File: src/rtl/csn_ram.sv
// Generic single-port-write, single-port-read RAM with registered read data.
// Standalone; no package needed.
module csn_ram #(
  parameter int WIDTH = 32,
  parameter int DEPTH = 64,
  localparam int AW = (DEPTH > 1) ? $clog2(DEPTH) : 1
) (
  input  logic             clk,
  input  logic             we,
  input  logic [AW-1:0]    waddr,
  input  logic [WIDTH-1:0] wdata,
  input  logic [AW-1:0]    raddr,
  output logic [WIDTH-1:0] rdata
);

  logic [WIDTH-1:0] mem_r [DEPTH];
  logic [WIDTH-1:0] rdata_r;

  always_ff @(posedge clk) begin
    if (we) begin
      mem_r[waddr] <= wdata;
    end
    rdata_r <= mem_r[raddr];
  end

  assign rdata = rdata_r;

endmodule

File: config.mk
export PLATFORM = sky130hd
export DESIGN_NAME = csn_ram
export DESIGN_NICKNAME = d
export VERILOG_FILES = /design/src/rtl/csn_ram.sv
export SDC_FILE = /design/constraint.sdc
export NUM_CORES = 2
export LEC_CHECK = 0
export BUFFER_PORTS_ARGS = -buffer_cell sky130_fd_sc_hd__buf_2
export CORE_ASPECT_RATIO = 1.5
export CORE_UTILIZATION = 35
export CTS_BUF_LIST = sky130_fd_sc_hd__clkbuf_4 sky130_fd_sc_hd__clkbuf_8
export CTS_CLUSTER_SIZE = 10
export DETAILED_ROUTE_END_ITERATION = 6
export MAX_ROUTING_LAYER = met4
export PLACE_DENSITY = 0.53
export SLEW_MARGIN = 30
export SYNTH_ARGS = -nofsm -noshare
export SYNTH_HDL_FRONTEND = slang
export SYNTH_SLANG_ARGS = --single-unit
File: constraint.sdc
create_clock -name clk -period 9.8 [get_ports clk]
set_input_delay 0 -clock clk [delete_from_list [all_inputs] [get_ports clk]]
set_output_delay 0 -clock clk [all_outputs]
set_load 0.01 [all_outputs]
Word level (Yosys, flattened, before mapping)

Memory sizes are Yosys's and may differ from the RTL's. A register that Yosys moved wholly into a read port is not among the register bits.
Index checks and enable logic that the tools add are counted.

Bits in registers: 0
Memory bits (writable): 2048
Bits of input ports: 46
Output and inout bits: 32
Logic and storage cells: 3
Memories kept: 1

Multiplexer cells: 2

Memories:

| memory | depth | bits a word | read ports | clocked after Yosys merged registers in | write ports | RTL line | text |
|---|---|---|---|---|---|---|---|
| mem_r  | 64    | 32          | 1          | 1                                       | 1           | 16       | `logic [WIDTH-1:0] mem_r [DEPTH];` |

Operators by type and width:

| kind             | number |
|---|---|
| 1-bit 2-to-1 mux | 2 |

Depth between registers and ports, before layout

Depth in word-level cells: 2
Depth in mapped cells: 10
Mapped depth without buffers: 5

Least setup slack after synthesis

OpenSTA, ideal clock, no wires.

Path type: input port to flip-flop
Start: input port waddr[3]
End: memory mem_r[48][0], enable pin
Setup time: 0.461 ns
Arrival time: 2.699 ns
Required time: 9.339 ns
Slack: 6.640 ns
Stages: 4
Buffers on the path: 1
Cell sequence: clkbuf_1 -> nor2b_1 -> nand4b_1 -> nor3_1

RTL lines:

| element         | RTL line | text |
|---|---|---|
| start, declared | 10       | `input logic [AW-1:0] waddr,` |
| end, declared   | 16       |  |

Straight into the memory's write port.

==> results.toml <==
[status]
status = "finished with violations"
violations = "design-rule violations"

[cells_and_area]
multi_input_area_mm2 = 0.0160
layout-drive-gt1-share_pct = 33.6
area_growth_pct = 14.2
layout_common_cells = "2048 x edfxtp_1, 544 x mux4_2, 342 x clkbuf_8, 128 x buf_4, 104 x clkbuf_4"
fill_cells = 19391
layout_commonest_cell = "edfxtp_1"
fin_nets = 3750
seqCellArea_mm2 = 0.0621

[worst_setup_path]
cp-end-kind = "flip-flop"
crit_type = "input port to flip-flop"
r2r_cells = 5
crit_fanout = 70
r2r-end = "rdata[23]"
cp_data_arrival_time_ns = 4.39
cp.required_ns = 10.57
startpoint_type = "input port"
r2r_start = "mem_r[11][23]"
r2r_slack_ns = 7.06

[global_route]
antenna_found_initial = 33
grt_pass1_vias = 38966
grt_overflow = 0
grt_pass1_wl_um = 307000
grt_max_degree = 98
track_usage_pct = 20.2

[power]
sw_frac_of_total_pct = 22.5
clkPwrFrac_pct = 39.2
share_seq_of_total_power_pct = 55.3
p_leak_nw = 27.7
switchingPower_mw = 4.02
power_density_mw_per_mm2 = 199
ir_worst_vdd_mv = 0.0983
internal_power_mw = 13.9
combPwrFrac_pct = 5.5

[floorplanning]
die_w_um = 389
coreArea_mm2 = 0.223
ioPinCount = 78
initial_core_util_pct = 35.3
rows = 212
die_h_um = 582
die-area_mm2 = 0.226

[clocking]
cts_max_level = 5
ctsResizeCount = 0
cts_sinks = 2080
cts_buffer_depth = 4
clock_latency_ns = 0.92
cts_made_buffers = 317
root_buffer = "clkbuf_8"
post_cts_buffers = 0
cts_tree = "yes"
hold_buffers = 39
clk_pin_slew_ns = 0.06

[detailed_routing]
vias = 37145
initialDrtViolationCount = 4220
antenna_left = 0
viasPerCell = 5.43
dr.pass1.iters = 7
wl_um = 222000
wl_per_cell_um = 32.5
drc = 3

[sta]
rsz0062_at_grt = "false"
final_hold_viol_count = 0
worst_slew_pin_slew_ns = 1.15
fmax_mhz = 276
whs_ns = 0.0597
relSlewSlack_pct = 23.3
timing.setup.tns_ns = 0
fin_crit_ns = 3.62
period_share_pct = 36.9
drv_slew = 0
setup_violations = 0
fin_worst_skew_ns = 0.0381

[hold_path]
holdPathStages = 5
hold_path_class = "input port to flip-flop"
min_to = "rdata[18]"
hp-start = "raddr[0]"

[yosys]
syn_area_mm2 = 0.0785
yosysSeqAreaShare_pct = 79.1
yosysWarnings = 0
synth.distinct_cells = 34
synth.avg_cell_area_um2 = 23.6
syn_nets = 3370
ys_ff_latch = 2080
netlist_instances = 3324

[job]
timing.max_cap.violations = 0

[placed_design]
place_congestion = 0.806
dp_hpwl_um = 119000
io_buffer_count = 77
## layout make-up
class / instances / area share, %
timing repair buffer: 243 / 2.04
tap: 2889 / 4.03
sequential: 2080 / 69.3
multi-input combinational: 1062 / 17.9
antenna: 19 / 0.0530
clock inverter: 97 / 0.625
clock buffer: 446 / 6.12
## per-layer routing
layer	up-vias	part of all wire (%)	global-route usage [%]
li1	15062	-	-
met1	20458	38	23.9
met2	1310	52	34.4
met3	315	6.2	3.06
met4	0	4.1	8.03
met5	-	0	-
## cells in the mapped netlist
master / count / area, µm²
a21oi_1: 62 / 310
a22oi_1: 12 / 90.1
a311oi_1: 8 / 70.1
a31oi_1: 1 / 6.26
a41o_1: 4 / 40.0
and2_1: 2 / 12.5
and3_1: 4 / 25.0
buf_1: 21 / 78.8
buf_2: 57 / 285
buf_4: 25 / 188
buf_6: 5 / 56.3
clkbuf_1: 74 / 278
dfxtp_1: 32 / 641
edfxtp_1: 2048 / 61500
mux2i_1: 93 / 931
mux4_2: 544 / 12300
nand2_1: 26 / 97.6
nand2b_1: 8 / 50.1
nand3_1: 5 / 25.0
nand3b_1: 5 / 37.5
nand4_1: 2 / 12.5
nand4b_1: 1 / 8.76
nor2_1: 137 / 514
nor2b_1: 15 / 93.8
nor3_1: 7 / 35.0
o221ai_1: 27 / 236
o22ai_1: 84 / 526
o32ai_1: 4 / 35.0
or2_0: 1 / 6.26
or2_1: 1 / 6.26
or2_2: 1 / 6.26
or3_1: 3 / 18.8
or3b_1: 2 / 17.5
or3b_2: 3 / 26.3
## flip-flops by register name, summed over array words and instances, names as in the netlist
register and flops:
mem_r 2048, rdata 32
## cells by family (layout without fill, tap and decap cells)
group,Yosys count,count (layout),share of synthesized area (%)
AOI/OAI and AO/OA,202,202,1.67
other,0,19,0
DFF,2080,2080,79.1
muxes,637,637,16.8
and+or+nand+nor,223,223,1.27
buffers and inverters,182,786,1.13
## worst max-delay path, cell delays in order
cell           delay, ns
buf_8               0.44
buf_12              0.45
buf_4               0.69
buf_4               0.66
mux4_2              0.59
mux4_2              0.48
dlygate4sd3_1       0.58
o22ai_1             0.14
nor2_1              0.06
## metrics by stage
step	cell area [µm²]	setup WS [ns]	total power [mW]	cells	util, %
after floorplan	78500	6.64	10.5	3324	-
after global placement	83100	5.43	11.1	6235	37.4
after detailed placement	83200	5.44	11.1	6235	37.4
after CTS	89600	6.17	18.1	6817	40.3
after global routing	89700	5.88	18.4	6830	40.3
final	89700	6.18	17.9	6836	40.3
## worst max path at each step
stage / endpoint / start / cells past startpoint
after detailed placement: rdata[10] / raddr[0] / 8
final: rdata[1] / raddr[0] / 9
after global placement: rdata[10] / raddr[0] / 8
after floorplan: mem_r[48][0] / waddr[3] / 4
after global routing: rdata[1] / raddr[0] / 9
after CTS: rdata[1] / raddr[0] / 9
## power groups by stage
stage          combinational, mW  clock (mW)  sequential (mW)
2_1_floorplan              0.479           0             10.1
5_1_grt                     1.03        7.51             9.90
6_report                   0.981        7.01             9.90
3_5_place_dp               0.992           0             10.1
4_1_cts                     1.01        7.16             9.90
3_3_place_gp               0.982           0             10.1
Power figures use the tool's default switching activity.
