$ cat src/rtl/csn_pkg.sv
// Shared types, constants and helpers for the column statistics normalizer.
// Used by csn_div and column_stats_normalizer; depends on nothing.
package csn_pkg;

  localparam int COLUMNS_DEF = 64;
  localparam int DIV_W       = 80;

  localparam logic [31:0] ONE_Q = 32'h0001_0000;
  localparam logic [31:0] MAX32 = 32'h7FFF_FFFF;
  localparam logic [31:0] MIN32 = 32'h8000_0000;

  localparam logic REG_MODE = 1'b0;
  localparam logic REG_EPS  = 1'b1;

  typedef enum logic [2:0] {
    CMD_ACC     = 3'd0,
    CMD_FIN     = 3'd1,
    CMD_SCALE   = 3'd2,
    CMD_UPSCALE = 3'd3,
    CMD_CLEAR   = 3'd4
  } cmd_t;

  typedef enum logic [1:0] {
    MODE_NONE   = 2'd0,
    MODE_MEAN   = 2'd1,
    MODE_MINMAX = 2'd2,
    MODE_STD    = 2'd3
  } mode_t;

  typedef struct packed {
    logic [2:0]         command;
    logic [5:0]         column;
    logic signed [31:0] sample_value;
    logic               value_missing;
    logic               keep_scaling;
  } in_word_t;

  typedef struct packed {
    logic signed [31:0] result_value;
    logic [15:0]        count_out;
    logic signed [31:0] mean_out;
    logic [30:0]        stdev_out;
    logic signed [31:0] min_out;
    logic signed [31:0] max_out;
    logic               overflow;
  } out_word_t;

  // accumulator entry
  typedef struct packed {
    logic [15:0] cnt;
    logic [47:0] sum;
    logic [63:0] sqsum;
    logic [31:0] lo;
    logic [31:0] hi;
  } acc_word_t;

  // finalized statistics entry
  typedef struct packed {
    logic [31:0] mean;
    logic [31:0] sd;
    logic [31:0] inv_rng;
    logic [31:0] inv_sd;
    logic [31:0] flr_rng;
    logic [31:0] flr_sd;
  } stat_word_t;

  typedef struct packed {
    logic             start;
    logic [DIV_W-1:0] num;
    logic [31:0]      den;
  } div_req_t;

  typedef struct packed {
    logic             done;
    logic [DIV_W-1:0] quot;
  } div_rsp_t;

  typedef struct packed {
    logic        ov;
    logic [31:0] val;
  } sat_t;

  function automatic sat_t sat32(input logic signed [65:0] v);
    sat_t s;
    s.ov = 1'b0;
    if (v > 66'sd2147483647) begin
      s.ov  = 1'b1;
      s.val = MAX32;
    end else if (v < -66'sd2147483648) begin
      s.ov  = 1'b1;
      s.val = MIN32;
    end else begin
      s.val = v[31:0];
    end
    return s;
  endfunction

endpackage

$ cat src/rtl/csn_div.sv
// Restoring divider, one quotient bit per cycle; a new start is ignored while busy.
// Depends on csn_pkg for the request/response structs.
module csn_div (
  input  logic               clk,
  input  logic               rst_n,
  input  csn_pkg::div_req_t  req,
  output csn_pkg::div_rsp_t  rsp
);
  import csn_pkg::*;

  localparam int CW = $clog2(DIV_W + 1);

  logic             busy_r;
  logic             done_r;
  logic [CW-1:0]    cnt_r;
  logic [DIV_W-1:0] q_r;
  logic [31:0]      rem_r;
  logic [31:0]      den_r;
  logic [32:0]      sh;
  logic             fit;

  assign sh  = {rem_r, q_r[DIV_W-1]};
  assign fit = sh >= {1'b0, den_r};

  always_ff @(posedge clk) begin
    if (!rst_n) begin
      busy_r <= 1'b0;
      done_r <= 1'b0;
    end else begin
      done_r <= 1'b0;
      if (req.start && !busy_r) begin
        busy_r <= 1'b1;
        cnt_r  <= CW'(DIV_W);
        q_r    <= req.num;
        rem_r  <= '0;
        den_r  <= req.den;
      end else if (busy_r) begin
        rem_r <= fit ? 32'(sh - {1'b0, den_r}) : sh[31:0];
        q_r   <= {q_r[DIV_W-2:0], fit};
        cnt_r <= cnt_r - CW'(1);
        if (cnt_r == CW'(1)) begin
          busy_r <= 1'b0;
          done_r <= 1'b1;
        end
      end
    end
  end

  assign rsp.done = done_r;
  assign rsp.quot = q_r;

  a_no_restart: assert property (@(posedge clk) disable iff (!rst_n)
    req.start |-> !busy_r) else $error("divider started while busy");
  a_done_follows: assert property (@(posedge clk) disable iff (!rst_n)
    (busy_r && cnt_r == CW'(1)) |=> done_r) else $error("divider missed done");
  a_done_idle: assert property (@(posedge clk) disable iff (!rst_n)
    done_r |-> (!busy_r && $past(busy_r))) else $error("stray divider done");

endmodule

$ cat config.mk
export PLATFORM = sky130hd
export DESIGN_NAME = csn_div
export DESIGN_NICKNAME = d
export VERILOG_FILES = /design/src/rtl/csn_pkg.sv /design/src/rtl/csn_div.sv
export SDC_FILE = /design/constraint.sdc
export NUM_CORES = 1
export LEC_CHECK = 0
export ABC_AREA = 1
export BUFFER_PORTS_ARGS = -buffer_cell sky130_fd_sc_hd__buf_4
export CAP_MARGIN = 20
export CORE_ASPECT_RATIO = 2
export CORE_UTILIZATION = 56
export DETAILED_ROUTE_END_ITERATION = 10
export GPL_TIMING_DRIVEN = 1
export PLACE_DENSITY = 0.9
export SYNTH_ARGS = -nofsm -noshare
export SYNTH_HDL_FRONTEND = slang
export SYNTH_SLANG_ARGS = --single-unit
$ cat constraint.sdc
create_clock -name clk -period 8.54 [get_ports clk]
set_input_delay 0.854 -clock clk [delete_from_list [all_inputs] [get_ports clk]]
set_output_delay 0.854 -clock clk [all_outputs]
set_load 0.02 [all_outputs]
Word-level counts from Yosys, hierarchy flattened

Index checks and enable logic that the tools add are counted.

$lt $le $gt $ge: 1
Add/subtract/negate cells: 2
Bitwise gates (word level): 2
Reductions and logical operators: 6
Eq/ne operators: 1
Multiplexer cells: 9

Operators by type and width:

| operator                                          | number |
|---|---|
| two-way mux 80 bit                                | 2 |
| two-way mux 32 bit                                | 2 |
| >= comparator 33 x 32 -> 1 bit                    | 1 |
| subtractor 32 bit                                 | 1 |
| == test 7 x 1 -> 1 bit (second input constant)    | 1 |
| two-way mux 7 bit                                 | 1 |
| subtractor 7 x 1 -> 7 bit (second input constant) | 1 |
| two-way mux 1 bit                                 | 4 |
| AND reduction 2 bit                               | 2 |
| OR reduction 3 bit                                | 1 |
| NOT 1 bit                                         | 2 |
| nonzero test 2 bit                                | 1 |
| logical AND 1 bit                                 | 1 |
| zero test 1 bit                                   | 1 |

Bits in registers: 153
Logic and storage cells: 27
Input port bits: 115
Output and inout bits: 81

Longest topological paths before layout

Gate-level depths: netlist (run 1).

Word-level depth: 4
Depth in mapped cells: 17
Gate-level depth less buffers: 15

Least setup slack after synthesis (run 1)

No wires, ideal clock.

Path kind: input-to-reg
Start: in rst_n
End: reg cnt_r[0] (enable)
Arrival time: 6,663 ps
Data required time: 7,903 ps
Buffers on the path: 0
Setup time: 637 ps
Setup slack: 1,240 ps
Stages: 2
Path through: inv_1 a21oi_1

Longest elaborated chain between the ends: 1

RTL lines:

| item                                 | RTL line      | source |
|---|---|---|
| start: declaration                   | csn_div.sv:5  | `input logic rst_n,` |
| AND reduction 2 bit (no source line) | n/a           |  |
| end signal: assignment               | csn_div.sv:33 | `cnt_r <= CW'(DIV_W);` |
| end signal: assignment               | csn_div.sv:40 | `cnt_r <= cnt_r - CW'(1);` |
| end: declaration                     | csn_div.sv:15 | `logic [CW-1:0] cnt_r;` |

No other way between the ends.
A chain may end at the register's enable or synchronous reset.

Final worst setup path (run 1)

Start: reg rem_r[1]
End: reg rem_r[5], data pin

Longest elaborated chain between the ends: 3
Elaborated cells between the ends (all ways): 4
Those cells by class: 1 x add/sub; 1 x order compare; 2 x mux

RTL lines:

| item                                                                | RTL line                     | source |
|---|---|---|
| start: declaration                                                  | csn_div.sv:17                | `logic [31:0] rem_r;` |
| start signal: assignment                                            | csn_div.sv:38                | `rem_r <= fit ? 32'(sh - {1'b0, den_r}) : sh[31:0];` |
| subtractor 32 bit or >= comparator 33 x 32 -> 1 bit (tied branches) | csn_div.sv:38, csn_div.sv:23 |  |
| two-way mux 32 bit *                                                | csn_div.sv:38                |  |
| two-way mux 32 bit *                                                | csn_div.sv:37                | `end else if (busy_r) begin` |

Every way passes the cells marked *; elsewhere a longest branch is shown, timed or not. The select of a mux whose other input is x is not followed.

==> run summary, run 1 <==
The detail-routed net length per standard cell came out at 16.2 um. The maximum buffer depth of the clock tree came out at 2. Of the total power, registers draw 0.427. The achievable clock frequency came out at 363 MHz.

Data on the critical path is required at its endpoint by 8800 ps. The post-route setup TNS is 0 ps. The routed wire length came out at 25,600 um.

The number of endpoints failing setup at the final stage came out at 0. STA classifies the critical path startpoint as a flip-flop. The count of warnings emitted by yosys is 0.

The remaining antenna violation count is 0. The clock insertion delay at the later pin of the skew report came out at 430 ps. The tightest min-delay check is of the flip-flop to flip-flop type. The final net count came out at 1,520. The pin count of the biggest net entering global routing came out at 98.

The initial antenna violation count is 1. The overall global routing resource usage is 0.322. The critical path is of the flip-flop to flip-flop type.

The global routing usage on met3 came out at 0.0709. The largest fanout on the critical path is 25. For this design the top-level I/O count stands at 196. In this run, post-CTS hold repair placed 0 buffers.

The count of endpoints failing hold in the final timing report was 0. The tree is rooted in a clkbuf_16. The die is 92.5 um wide. The startpoint identified for the worst hold timing path is busy_r. The clock skew after layout came out at 9.30 ps. In this run the tightest slew margin relative to its limit is 0.296.

For this run, the detailed router's first-pass iteration total came to 5. The path with the worst hold slack has its endpoint at busy_r. Routability-driven placement finished with a final weighted congestion of 1.05. The part of the total power dissipated in combinational logic came out at 0.253. The area growth from synthesis to layout is 23.6%.

The number of global-route vias before repair is 8,489. The setup slack on the worst flop-to-flop path came out at 5780 ps. For this configuration, the core starts out at a cell density of 0.578. The count of max-cap constraint violations is 0. The HPWL reported at the end of detailed placement came out at 18,700 um.

The routed layout has 8,182 vias. Of the post-synthesis cell area, the part taken by muxes is 0. The net switching power is 0.703 mW.

The number of H-tree levels came out at 4. After the first detailed-routing iteration, the DRC count stood at 409. The number of vias per cell after detailed routing came out at 5.17. The slew at the pin closest to its max-slew limit came out at 1050 ps. The final standard cell count with taps included and fillers excluded came out at 1,584. The count of unresolved DRC violations after routing is 0. TritonCTS built the clock tree. The floorplan row count came out at 65. The total of fill cells in the finished design came out at 1,197. The clock share of power is 0.321.

Synthesis handed over a netlist of 1,182 instances. After clock tree synthesis, the repair step resized 0 gates. The worst supply voltage drop on vdd came out at 0.000157 V. The shortest period the worst path allows came out at 2760 ps. The switching share of power is 0.317.

For met2 alone, demand over resource in global routing was 0.586. The global routing stage identified its most utilized layer as met2. In this run the mean area of a mapped cell was 7.75 um2.

The post-synthesis compound-gate area fraction is 0.0172. In the finished design, the share of the clock period the worst path needs comes to 0.323. The library cell used most frequently in the layout, excluding fill and tap cells, is nand2_1.

The post-synthesis share of cell area spent on and, or, nand and nor gates is 0.330. Of the total synthesized cell area, the portion taken by full adders, half adders and majority gates is 0.0486. The number of buffers inserted during clock tree synthesis came out at 17. The internal power of the cells totals 1.51 mW.

The die height is 183 um. Of the cells placed in the final design, the portion with a size suffix greater than 1 is 0.182. The number of cells traversed by the worst register-to-register path is 14.

The port buffer count is 195. In this run the critical register-to-register path is captured at rem_r[5]. The total area inside the core boundary comes to 0.0159 mm2. For this run, global-route usage on met1 was measured as 0.314. The count of different cell masters after synthesis is 35. Power spread over the standard cell area amounts to 196 mW/mm2. Setup repair after global routing left no endpoint under its margin. The fraction of the yosys area taken by sequential cells is 0.499. The count of pins over their slew limit is 0. The total die area came out at 0.0169 mm2. The worst hold path stage count is 2. Data on the critical path arrives at its endpoint at 3020 ps.

After clock tree synthesis, the setup repair step added 0 buffers. After global routing the overflow that remains totals 0. The synthesized-area fraction occupied by xor and xnor cells came out at 0.0153. The clock net in this run drives a total of 153 sinks.

The library cells used most frequently in the layout, excluding fill and tap cells, are nand2_1, buf_4, inv_1. The run finished with clean final reports. The post-synthesis net count is 1,332. In this run the cell area of the synthesized design comes to 0.00916 mm2. The endpoint type of the worst setup path is a flip-flop. The number of register bits inferred by synthesis came out at 153. Once placement completed, the tool counted placed cells totaling 1,552.

The combinational family with the most area after synthesis is simple AND/OR/NAND/NOR gates. The leakage power total came out at 5.87 nW. The startpoint of the worst register-to-register path is rem_r[1]. The clock-pin transition on the worst setup and hold timing paths is 60 ps. The wire length of the first global-routing pass came out at 40,900 um.
-- per-layer routing --
layer  up-vias  wire, um  share of wire
li1       4038         -              -
met1      3689      8380           0.33
met2       361     13700           0.53
met3        94      1780          0.069
met4         0      1790          0.070
met5         -         0              0
-- sequential cells by signal (all words and copies together), names as in the netlist --
register / flops
den_r: 32
done_r: 1
q_r: 80
rem_r: 32
cnt_r: 7
busy_r: 1
-- cells in the mapped netlist --
library cell  number  area (um2)
nand2_2            4        25.0
nor2_2             6        37.5
dfxtp_1            2        40.0
nand3_2            2        20.0
nor3_2             1        10.0
o31ai_1            1        7.51
buf_2              7        35.0
inv_4              2        12.5
xor2_1            15         131
ha_1              34         425
nand2_4            1        11.3
and2_1             8        50.1
a21o_1             2        15.0
clkinv_1           1        3.75
nand3b_1          23         173
nand4_1            6        37.5
buf_4              2        15.0
buf_6              3        33.8
inv_2              2        7.51
or2_2              2        12.5
and3_1             1        6.26
nand2_8            1        20.0
nor3_1             5        25.0
edfxtp_1         151        4530
xnor2_1            1        8.76
o21ai_1            1        5.00
nand3_1           33         165
a21oi_1           24         120
inv_1            172         646
nand2_1          537        2020
o21ai_0            2        10.0
clkbuf_1          17        63.8
nor2_1           111         417
fa_1               1        20.0
buf_1              1        3.75
-- worst max-delay path: stages (launching register included) --
cell      delay (ps)
edfxtp_1         400
ha_1             410
nand2_1          110
nand2_1           60
nand2_1           70
nand2_1           50
nand2_1           70
nand3_2          140
nand2_2          120
nand2_2           70
nand2_4          310
nand2_8          190
inv_4            320
nor2_1            80
nor2_1           170
-- layout make-up --
cell class | count | area [um2] | share of cell area
sequential | 153 | 4570 | 0.404
timing repair buffer | 199 | 1490 | 0.132
tap | 201 | 251 | 0.0222
inverter | 177 | 671 | 0.0592
clock buffer | 19 | 433 | 0.0382
clock inverter | 12 | 103 | 0.00906
multi-input combinational | 822 | 3790 | 0.335
antenna | 1 | 2.50 | 0.000221
-- through the flow --
stage	cell area, um2	power [mW]	setup WS (ps)	hold WS, ps	util
global route	11300	2.32	5610	551	0.714
global placement	10800	1.50	5620	502	0.680
floorplan	9160	1.33	1240	451	-
CTS	11300	2.22	5830	522	0.714
finish	11300	2.22	5780	523	0.714
detailed placement	10800	1.51	5560	509	0.680
-- power groups by stage --
stage	registers, mW	logic, mW	clock network [mW]
5_1_grt	0.950	0.628	0.742
3_5_place_dp	0.957	0.554	0
2_1_floorplan	0.991	0.338	0
4_1_cts	0.945	0.559	0.712
3_3_place_gp	0.958	0.538	0
6_report	0.945	0.560	0.710
-- how the worst max path moves through the flow --
stage | end | start | slack, ps | cells after the start
after floorplan | cnt_r[0] | rst_n | 1240 | 2
after global placement | cnt_r[4] | rst_n | 5620 | 5
after detailed placement | cnt_r[4] | rst_n | 5560 | 5
after CTS | rem_r[5] | rem_r[1] | 5830 | 14
after global routing | rem_r[5] | rem_r[6] | 5610 | 14
final | rem_r[5] | rem_r[1] | 5780 | 14
-- kinds of logic (layout without fill, tap and decap cells) --
group	count (synthesis)	after routing
xor gates and xnor gates	16	16
AOI/OAI and AO/OA	30	30
and+or+nand+nor	741	741
DFF	153	153
other	0	1
adders and majority gates	35	35
buffers and inverters	207	407
Power figures use the tool's default switching activity.
==> run 2, diff against run 1 <==
--- a/config.mk
+++ b/config.mk
@@ -9,10 +9,10 @@
 export BUFFER_PORTS_ARGS = -buffer_cell sky130_fd_sc_hd__buf_4
 export CAP_MARGIN = 20
 export CORE_ASPECT_RATIO = 2
-export CORE_UTILIZATION = 56
+export CORE_UTILIZATION = 50
 export DETAILED_ROUTE_END_ITERATION = 10
 export GPL_TIMING_DRIVEN = 1
-export PLACE_DENSITY = 0.9
+export PLACE_DENSITY = 0.85
 export SYNTH_ARGS = -nofsm -noshare
 export SYNTH_HDL_FRONTEND = slang
 export SYNTH_SLANG_ARGS = --single-unit
==> constraint.sdc (replaced) <==
create_clock -name clk -period 2.4 [get_ports clk]
set_input_delay 0.24 -clock clk [delete_from_list [all_inputs] [get_ports clk]]
set_output_delay 0.24 -clock clk [all_outputs]
set_load 0.02 [all_outputs]
==> run summary, run 2 (synthesis results as in run 1) <==
The flow ran to the end, but the final reports show violations. The checks that failed: DRC, setup timing. The count of max-cap constraint violations is 0 (unchanged).

The number of global-route vias before repair is 8,832 (+4.0%). The relative max-transition margin came out at 0.420 (+0.123). The count of unresolved DRC violations after routing is 4 (+4). The critical path is of the flip-flop to flip-flop type.

The share of final-layout standard cells stronger than drive strength 1 came out at 0.232 (+0.0492). Clock tree synthesis selected as its root buffer the cell clkbuf_16. The period utilization was 1.06 (+0.734).

The area used by multi-input combinational logic is 0.00413 mm2 (+8.8%). The final antenna diode count came out at 0 (-1). The final worst setup slack came out at -135 ps (-5920 ps). The HPWL reported at the end of detailed placement came out at 20,200 um (+8.2%). The number of endpoints failing setup at the final stage is 2 (+2). The number of search-and-repair iterations in the first detailed-routing pass is 8 (+3). STA classifies the critical path endpoint as a flip-flop. The register with the most flip-flops is q_r. The global route total overflow came out at 0 (unchanged). The wire length of the first global-routing pass is 42,700 um (+4.4%). The number of vias per cell after detailed routing is 5.16 (about the same).

The post-route setup TNS was -195 ps (-195 ps). The achievable clock frequency came out at 395 MHz (+8.7%). The total die area was 0.0189 mm2 (+12%). The die height is 193 um (+5.8%). Leaving out fill and tap cells, the most frequent cell in the layout is nand2_1. The area growth from synthesis to layout came out at 33.9%. The overall die width was 97.7 um (+5.7%). The total of fill cells in the finished design is 1,374 (+15%). The initial antenna violation count was 0 (-1).

The leakage power total is 6.19 nW (+5.6%). The detail-routed net length per standard cell is 17.0 um (+5.2%). The clock insertion delay at the later pin of the skew report came out at 430 ps (about the same).

The final cell utilization of the core came out at 0.687 (-0.0274). In this run the worst hold path is classified as input port to flip-flop. The total clock sinks came to 153 (unchanged). The floorplan row count is 69 (+6.2%). The maximum buffer depth of the clock tree came out at 2 (unchanged). The remaining antenna violation count came to 0 (unchanged). The first-iteration detailed-routing DRC count came to 481 (+18%).

The worst hold slack is 7.78 ps (-516 ps). The clock skew after layout came out at 9.85 ps (+0.548 ps). The worst setup path is launched from a flip-flop. The slew at the pin closest to its max-slew limit is 871 ps (-182 ps). The largest registers in the layout are q_r: 80 flops, den_r: 32 flops, rem_r: 32 flops.

The worst supply voltage drop on vdd came to 0.000539 V (+240%). The top cell types in the final layout, fill and taps aside, are nand2_1, buf_4, inv_1. The effective utilization at floorplan is 0.513 (-0.0651). The number of flip-flops under the largest register name is 80 (unchanged). The final net count came to 1,589 (+4.5%). The core area is 0.0179 mm2 (+13%). The data arrival time at the worst-slack endpoint is 2720 ps (-300 ps).

The post-placement worst setup slack came out at -36.7 ps (-5590 ps). The routed wire length was 28,300 um (+11%). The number of buffers inserted during clock tree synthesis is 17 (unchanged). The placer's final routability congestion estimate came to 0.967 (-7.5%).

The data required time of the critical path is 2580 ps (-6220 ps). The clock-pin transition on the worst setup and hold timing paths came out at 60 ps (about the same). The total via count after detailed routing is 8,590 (+5.0%). TritonCTS built the clock tree.

The port buffer count came out at 195 (unchanged). The count of endpoints failing hold in the final timing report is 0 (unchanged). The top-level I/O count is 196 (unchanged).

The total power density per cell area was 661 mW/mm2 (+240%). The area of all sequential standard cells is 0.00458 mm2 (about the same). The count of pins over their slew limit came out at 0 (unchanged). The cell area after placement came out at 0.0111 mm2 (+2.8%). The pin count of the biggest net entering global routing came to 98 (unchanged). The shortest period the worst path allows is 2530 ps (-220 ps). The largest fanout on the critical path came out at 5 (-80%).

The number of H-tree levels is 4 (unchanged). The overall global routing resource usage came out at 0.298 (-0.0233). The cell area after layout came to 0.0123 mm2 (+8.4%).
-- run 2: changes by cell type in the layout (fill, tap and decap cells not counted), moves of 3 or more --
cell           delta
nand2_2           +8
a21oi_1           -3
ha_2              +4
dlygate4sd3_1    +31
nor2_1            -9
nor2_2            +8
clkbuf_1          +3
ha_4             +18
nand3_1           -3
nand2_1           -8
nand3_2           +3
ha_1             -22
buf_4            +33
-- run 2: timing repair --
item / in CTS / in global routing
resized for setup: 2 / 58
endpoints found under the setup margin: 23 / 32
pin swaps: 0 / 0
setup buffers: 0 / 3
hold endpoints to repair: 31 / 0
hold buffers: 31 / 0
-- run 2: power breakdown --
| part | leakage [nW] | total [mW] | switching [mW] | internal [mW] |
|---|---|---|---|---|
| Sequential | 1.46 | 3.38 | 0.143 | 3.24 |
| Combinational | 4.50 | 2.32 | 1.38 | 0.943 |
| Clock | 0.236 | 2.40 | 1.10 | 1.30 |
| Total | 6.19 | 8.11 | 2.62 | 5.48 |
-- run 2: cell type report --
class,instances,share of cell area
Inverter,177,0.0549
Multi-Input combinational cell,822,0.336
Clock inverter,9,0.00438
Timing Repair Buffer,268,0.174
Tap cell,213,0.0217
Sequential cell,153,0.373
Clock buffer,22,0.0362
-- run 2: worst max-delay path, stage by stage, from the launching register on --
cell and delay [ps]:
edfxtp_1 400, ha_1 370, nand2_1 110, inv_1 110
nand2_1 170, nor3_1 570, and2_1 220, nand2_1 70
nand3_1 80, nand2_1 50, nor2_1 80, nor2_1 50
-- run 2: metrics by stage --
step	cells	total power, mW
floorplan	1182	4.71
global placement	1599	5.47
detailed placement	1599	5.52
CTS	1661	7.94
global route	1664	8.46
finish	1664	8.11
-- run 2: per-layer routing --
layer | vias to the layer above | track usage | share of wire
met5 | - | 0 | 0
met4 | 0 | 0.210 | 0.076
met3 | 115 | 0.0618 | 0.062
met2 | 356 | 0.571 | 0.54
met1 | 3942 | 0.271 | 0.33
li1 | 4177 | - | -
-- run 2: final timing paths --
kind	from	depth (start not counted)	end	slack, ps
setup / recovery	rem_r[17]	11	rem_r[29]	-130
setup reg to reg	rem_r[17]	11	rem_r[29]	-130
hold / removal	req[0]	1	den_r[0]	8
hold reg to reg	busy_r	2	busy_r	520
